<file path="src/rtl/pps_pkg.sv">
// pps_pkg: shared types, widths and codes for the procedural pattern shader
// no dependencies; imported by every module of the block
package pps_pkg;

	localparam int unsigned MAG_W  = 32;
	localparam int unsigned SQ_W   = 2 * MAG_W;
	localparam int unsigned ROOT_W = MAG_W;
	localparam int unsigned COL_W  = 24;
	localparam int unsigned CH_W   = 8;

	localparam logic [1:0] MODE_PLAIN   = 2'd0;
	localparam logic [1:0] MODE_STRIPES = 2'd1;
	localparam logic [1:0] MODE_CHECKER = 2'd2;
	localparam logic [1:0] MODE_RINGS   = 2'd3;

	localparam logic [1:0] REG_MODE    = 2'd0;
	localparam logic [1:0] REG_SIZE    = 2'd1;
	localparam logic [1:0] REG_COLOR_A = 2'd2;
	localparam logic [1:0] REG_COLOR_B = 2'd3;

	localparam logic [MAG_W-1:0] SIZE_RESET  = 32'h0001_0000;
	localparam logic [MAG_W-1:0] SIZE_MAX    = 32'hFFFF_FFFF;
	localparam logic [COL_W-1:0] COLOR_A_RST = 24'h000000;
	localparam logic [COL_W-1:0] COLOR_B_RST = 24'hFFFFFF;

	typedef struct packed {
		logic sx;
		logic sz;
	} pps_sgn_t;

	typedef struct packed {
		logic [MAG_W-1:0] ax;
		logic [MAG_W-1:0] az;
		pps_sgn_t         sgn;
	} pps_tag_t;

endpackage

</file>
<file path="src/rtl/pps_front.sv">
// pps_front: magnitudes and signs, squares, sum of squares (three stages)
// depends on pps_pkg
module pps_front import pps_pkg::*; (
	input  logic              clk,
	input  logic              arst_n,
	input  logic              in_valid,
	input  logic [MAG_W-1:0]  x_pos,
	input  logic [MAG_W-1:0]  z_pos,
	output logic              out_valid,
	output logic [SQ_W-1:0]   out_sum,
	output pps_tag_t          out_tag
);

	logic             valid_s1, valid_s2, valid_s3;
	pps_tag_t         tag_s1, tag_s2, tag_s3;
	logic [SQ_W-1:0]  sqx_s2, sqz_s2, sum_s3;
	logic [MAG_W-1:0] ax, az;

	// two's complement negate keeps the most negative value as 2^31
	assign ax = x_pos[MAG_W-1] ? (~x_pos + 1'b1) : x_pos;
	assign az = z_pos[MAG_W-1] ? (~z_pos + 1'b1) : z_pos;

	always_ff @(posedge clk or negedge arst_n) begin
		if (!arst_n) begin
			valid_s1 <= 1'b0;
			valid_s2 <= 1'b0;
			valid_s3 <= 1'b0;
		end else begin
			valid_s1 <= in_valid;
			valid_s2 <= valid_s1;
			valid_s3 <= valid_s2;
		end
	end

	always_ff @(posedge clk) begin
		tag_s1.ax     <= ax;
		tag_s1.az     <= az;
		tag_s1.sgn.sx <= !x_pos[MAG_W-1] && (x_pos != '0);
		tag_s1.sgn.sz <= !z_pos[MAG_W-1] && (z_pos != '0);
		tag_s2        <= tag_s1;
		sqx_s2        <= SQ_W'(tag_s1.ax) * SQ_W'(tag_s1.ax);
		sqz_s2        <= SQ_W'(tag_s1.az) * SQ_W'(tag_s1.az);
		tag_s3        <= tag_s2;
		sum_s3        <= sqx_s2 + sqz_s2;
	end

	assign out_valid = valid_s3;
	assign out_sum   = sum_s3;
	assign out_tag   = tag_s3;

endmodule

</file>
<file path="config.mk">
export PLATFORM = sky130hd
export DESIGN_NAME = pps_front
export DESIGN_NICKNAME = d
export VERILOG_FILES = /design/src/rtl/pps_pkg.sv /design/src/rtl/pps_front.sv
export SDC_FILE = /design/constraint.sdc
export NUM_CORES = 2
export LEC_CHECK = 0
export BUFFER_PORTS_ARGS = -buffer_cell sky130_fd_sc_hd__buf_2
export CAP_MARGIN = 20
export CORE_MARGIN = 10
export CORE_UTILIZATION = 63
export DETAILED_ROUTE_END_ITERATION = 6
export PLACE_DENSITY = 0.8
export SYNTH_ARGS = -nofsm -noshare
export SYNTH_HDL_FRONTEND = slang
export SYNTH_SLANG_ARGS = --single-unit
</file>
<file path="constraint.sdc">
create_clock -name clk -period 9.7 [get_ports clk]
set_input_delay 0.485 -clock clk [delete_from_list [all_inputs] [get_ports clk]]
set_output_delay 0.485 -clock clk [all_outputs]
set_load 0.02 [all_outputs]
</file>
# Yosys cells after proc, flatten, opt, wreduce, memory -nomap -nowiden
# Cells that the tools add are included.
dict set report word_totals {
  wordCells 35
  in_bits 67
  reg_bits 393
  output_inout_bits 131
}
dict set report op_classes {
  reduce_logical 6
  mul 2
  muxes 2
  addsub 3
  bitwise_logic 2
}
# operator count
set op_table {}
lappend op_table {{$mul A32 B32 Y64} 2}
lappend op_table {{$add A32 B1 Y32 const B} 2}
lappend op_table {{$add A64 B64 Y64} 1}
lappend op_table {{$not A32 Y32} 2}
lappend op_table {{$reduce_bool A32 Y1} 2}
lappend op_table {{$mux W31} 2}
lappend op_table {{$logic_and A1 B1 Y1} 2}
lappend op_table {{$logic_not A1 Y1} 2}

# Longest topological paths before layout
dict set report depth {
  ltp_word 3
  mapped_depth 31
  depth_no_buf 29
}

# Worst setup path after synthesis
# OpenSTA, ideal clock, no wires.
dict set report synth_timing {
  kind {reg2reg}
  from {register tag_s1[36] (netlist bit)}
  to {register sqx_s2[56]}
  period_less_slack_ns 7.846
  path_buffers 3
  path_stages_with_launch 31
  setup_slack_ns 1.854
  arrival_time_ns 7.725
  t_required_ns 9.579
  setup_ns 0.121
  path_cell_list {dfxtp_1 -> clkbuf_1 -> buf_1 -> nand2_1 -> fa_1 -> inv_1 -> fa_1 -> inv_1 -> fa_1 -> fa_1 -> inv_1 -> fa_1 -> inv_1 -> fa_1 -> inv_1 -> fa_1 -> inv_1 -> fa_1 -> inv_1 -> ha_1 -> clkbuf_1 -> nand3_1 -> nor2_1 -> nand3_1 -> o31ai_1 -> a31oi_1 -> o311a_1 -> o41ai_1 -> a221o_1 -> a31oi_1 -> xnor2_1}
}
dict set report synth_between {
  elab_chain_len 1
}
# element line_no
set synth_lines {}
lappend synth_lines {{from (decl)} pps_front.sv:15} ;# pps_tag_t tag_s1, tag_s2, tag_s3;
lappend synth_lines {{$mul A32 B32 Y64} pps_front.sv:41} ;# sqx_s2 <= SQ_W'(tag_s1.ax) * SQ_W'(tag_s1.ax);
lappend synth_lines {{to (signal assigned)} pps_front.sv:41}
lappend synth_lines {{to (decl)} pps_front.sv:16} ;# logic [SQ_W-1:0] sqx_s2, sqz_s2, sum_s3;
# No other way between the ends.
# A chain may end at the register's enable or synchronous reset.

# Worst setup path in the final report
dict set report layout_timing {
  from {register tag_s1[37] (netlist bit)}
  to {register sqx_s2[62]}
}
# Same word-level chain as after synthesis.

==> results.json <==
{
  "wl_um": 175600,
  "multi_input_area_mm2": 0.05505,
  "rsz0062_at_grt": "false",
  "route.detailed.vias_per_inst": 5.589,
  "ios": 198,
  "htree_levels": 2,
  "finalMaxSlewViolations": 0,
  "timing.slew.headroom_pct": 20.11,
  "initial_utilization_pct": 63.43,
  "yosysSeqAreaShare_pct": 10.95,
  "hold_path.class": "in2reg",
  "async_flop_share_pct": 0.7712,
  "globalRouteTotalUtil_pct": 28.81,
  "maxCapViolations": 0,
  "syn_avg_cell_area_um2": 9.573,
  "hold_violations": 0,
  "wire_per_inst_um": 19.42,
  "fin_tns_setup_ns": 0,
  "clk_path_buf_depth": 3,
  "grt_max_degree": 42,
  "portBuffers": 197,
  "regArea_mm2": 0.007812,
  "finalClockSkew_ns": 0.04602,
  "vias": 50530,
  "min_to": "tag_s1[61]",
  "ys_top_cells_by_area": "fa_1 45%, ha_1 12%, dfxtp_1 11%",
  "worst_pin_slew_ns": 1.197,
  "post-dp-hpwl_um": 145800,
  "synth_seq_cells": 389,
  "synth_top_area_share_pct": 44.53,
  "syn_nets": 9755,
  "setup_viol": 0,
  "antenna_found_initial": 5,
  "crit_type": "reg2reg",
  "yosysWarnings": 0,
  "critical_path_peak_fanout": 19,
  "remaining_drc_errors": 0,
  "clk_pin_slew_worst_paths_ns": 0.07,
  "syn_area_mm2": 0.07126,
  "holdPathStages": 2,
  "syn2layout_area_growth_pct": 5.699,
  "fill_cells": 8714,
  "status": "complete, no violations",
  "yosysUniqueCellTypes": 71,
  "max_freq_ghz": 0.1085,
  "grt_pass1_wl_um": 290600,
  "postSynthCellCount": 7444,
  "gp_congestion": 0.9414,
  "cts_tree": "done",
  "clk_latency_ns": 0.66,
  "first_pass_iters": 5,
  "yosysMostFrequentCell": "inv_1",
  "grt_pass1_vias": 57260,
  "hold_start": "x_pos[27]",
  "r2r_start": "tag_s1[37]",
  "cts_buffers": 44,
  "die-area_mm2": 0.1270,
  "r2r_cells": 23,
  "post-cts-setup-buffers": 0,
  "yosys.area.top_type": "fa_1",
  "ys.flop_type": "dfxtp_1",
  "fin_crit_ns": 9.216,
  "row_count": 123,
  "arrival_ns": 9.73,
  "cts.sinks": 389,
  "final_cell_area_mm2": 0.07532,
  "fin_hold_ws_ns": 0.03724,
  "dieWidth_um": 356.3,
  "synth_edf_count": 0,
  "die_y_um": 356.3,
  "root_buffer": "clkbuf_16",
  "r2r_slack_ns": 0.48,
  "ant_nets": 0,
  "cp-end-kind": "flop",
  "ys_top_cells_by_count": "1975 x inv_1, 1585 x fa_1, 659 x ha_1",
  "core-area_mm2": 0.1123,
  "crit_path_start_kind": "flop",
  "fin_nets": 9818,
  "drtIter0Drc": 3063,
  "dpl_cell_area_mm2": 0.07374,
  "critPathRequiredTime_ns": 10.22,
  "r2r-end": "sqx_s2[62]",
  "overflow": 0,
  "layout-drive-gt1-share_pct": 5.517,
  "fin_crit_sh_pct": 95.01
}
[worst max-delay path, stage by stage (launching register included)]
cell and delay, ns:
dfxtp_1 0.84, buf_4 0.37, and2_1 0.24, fa_1 0.45, fa_1 0.52, inv_1 0.05
fa_1 0.48, fa_1 0.55, inv_1 0.05, fa_1 0.48, fa_1 0.52, fa_1 0.56
fa_1 0.43, ha_1 0.41, nand2_1 0.18, nor4_1 0.40, nand2_1 0.12, a31oi_1 0.39
o21ai_0 0.29, a31oi_1 0.61, a31oi_1 0.32, o31ai_1 0.50, o22ai_1 0.18, xnor2_1 0.14
[layout by cell type, fill, tap and decap left out, types with 120 or more instances in the layout]
cell and instances:
fa_1 1585, ha_1 659, a21o_1 120, nand2_1 635, xnor2_1 207, nor2_1 155
a21oi_1 220, buf_2 197, dfxtp_1 378, inv_1 1975, and2_1 486
[stage by stage]
| stage | setup WS, ns | util (%) | cells |
|---|---|---|---|
| finish | 0.4835 | 67.05 | 9042 |
| global route | 0.1070 | 67.05 | 9041 |
| detailed placement | 0.8672 | 65.64 | 8956 |
| floorplan | 1.854 | - | 7444 |
| global placement | 1.030 | 65.64 | 8956 |
| CTS | 0.8230 | 67.04 | 9040 |
[cells by family after synthesis]
group           count (synthesis)  synth area share [%]
mux                             8                0.1159
compound gates                710                 6.465
simple gates                 1534                 10.66
xor+xnor                      319                 3.921
fa+ha+maj                    2244                 56.10
buf+inv                      2240                 11.80
flops                         389                 10.95
[sequential cells by signal, summed over array words and instances (netlist names)]
name       flops
sqz_s2        62
out_valid      1
tag_s1        66
valid_s1       1
out_tag       66
valid_s2       1
sqx_s2        63
out_sum       64
tag_s2        65
[worst max-delay path by stage]
stage	startpoint	to	slack, ns	depth (start not counted)
finish	tag_s1[37]	sqx_s2[62]	0.48	23
global route	tag_s1[37]	sqx_s2[62]	0.11	24
CTS	tag_s1[37]	sqx_s2[62]	0.82	24
detailed placement	tag_s1[37]	sqx_s2[62]	0.87	24
global placement	tag_s1[37]	sqx_s2[62]	1.03	24
floorplan	tag_s1[36]	sqx_s2[56]	1.85	30
[metal layers]
metal,share of wire [%],track usage [%]
met1,37,34.98
met2,50,49.09
met3,7.5,5.512
met4,5.6,14.19
met5,0,0
[cell type report]
| type | count | share of cell area (%) |
|---|---|---|
| timing repair buffer | 281 | 2.156 |
| antenna | 1 | 0.003322 |
| sequential | 389 | 10.37 |
| clock buffer | 57 | 1.621 |
| multi-input combinational | 4815 | 73.09 |
| tap | 1500 | 2.492 |
| clock inverter | 23 | 0.4219 |
| inverter | 1976 | 9.847 |
[what timing repair did]
item                                   4_1_cts  5_1_grt
hold buffers                                 4        0
resized for setup                            0        0
endpoints found under the hold margin        6        0
Power is not shown: default switching activity piles up to over one toggle a cycle in this logic, so the estimate is an artifact.
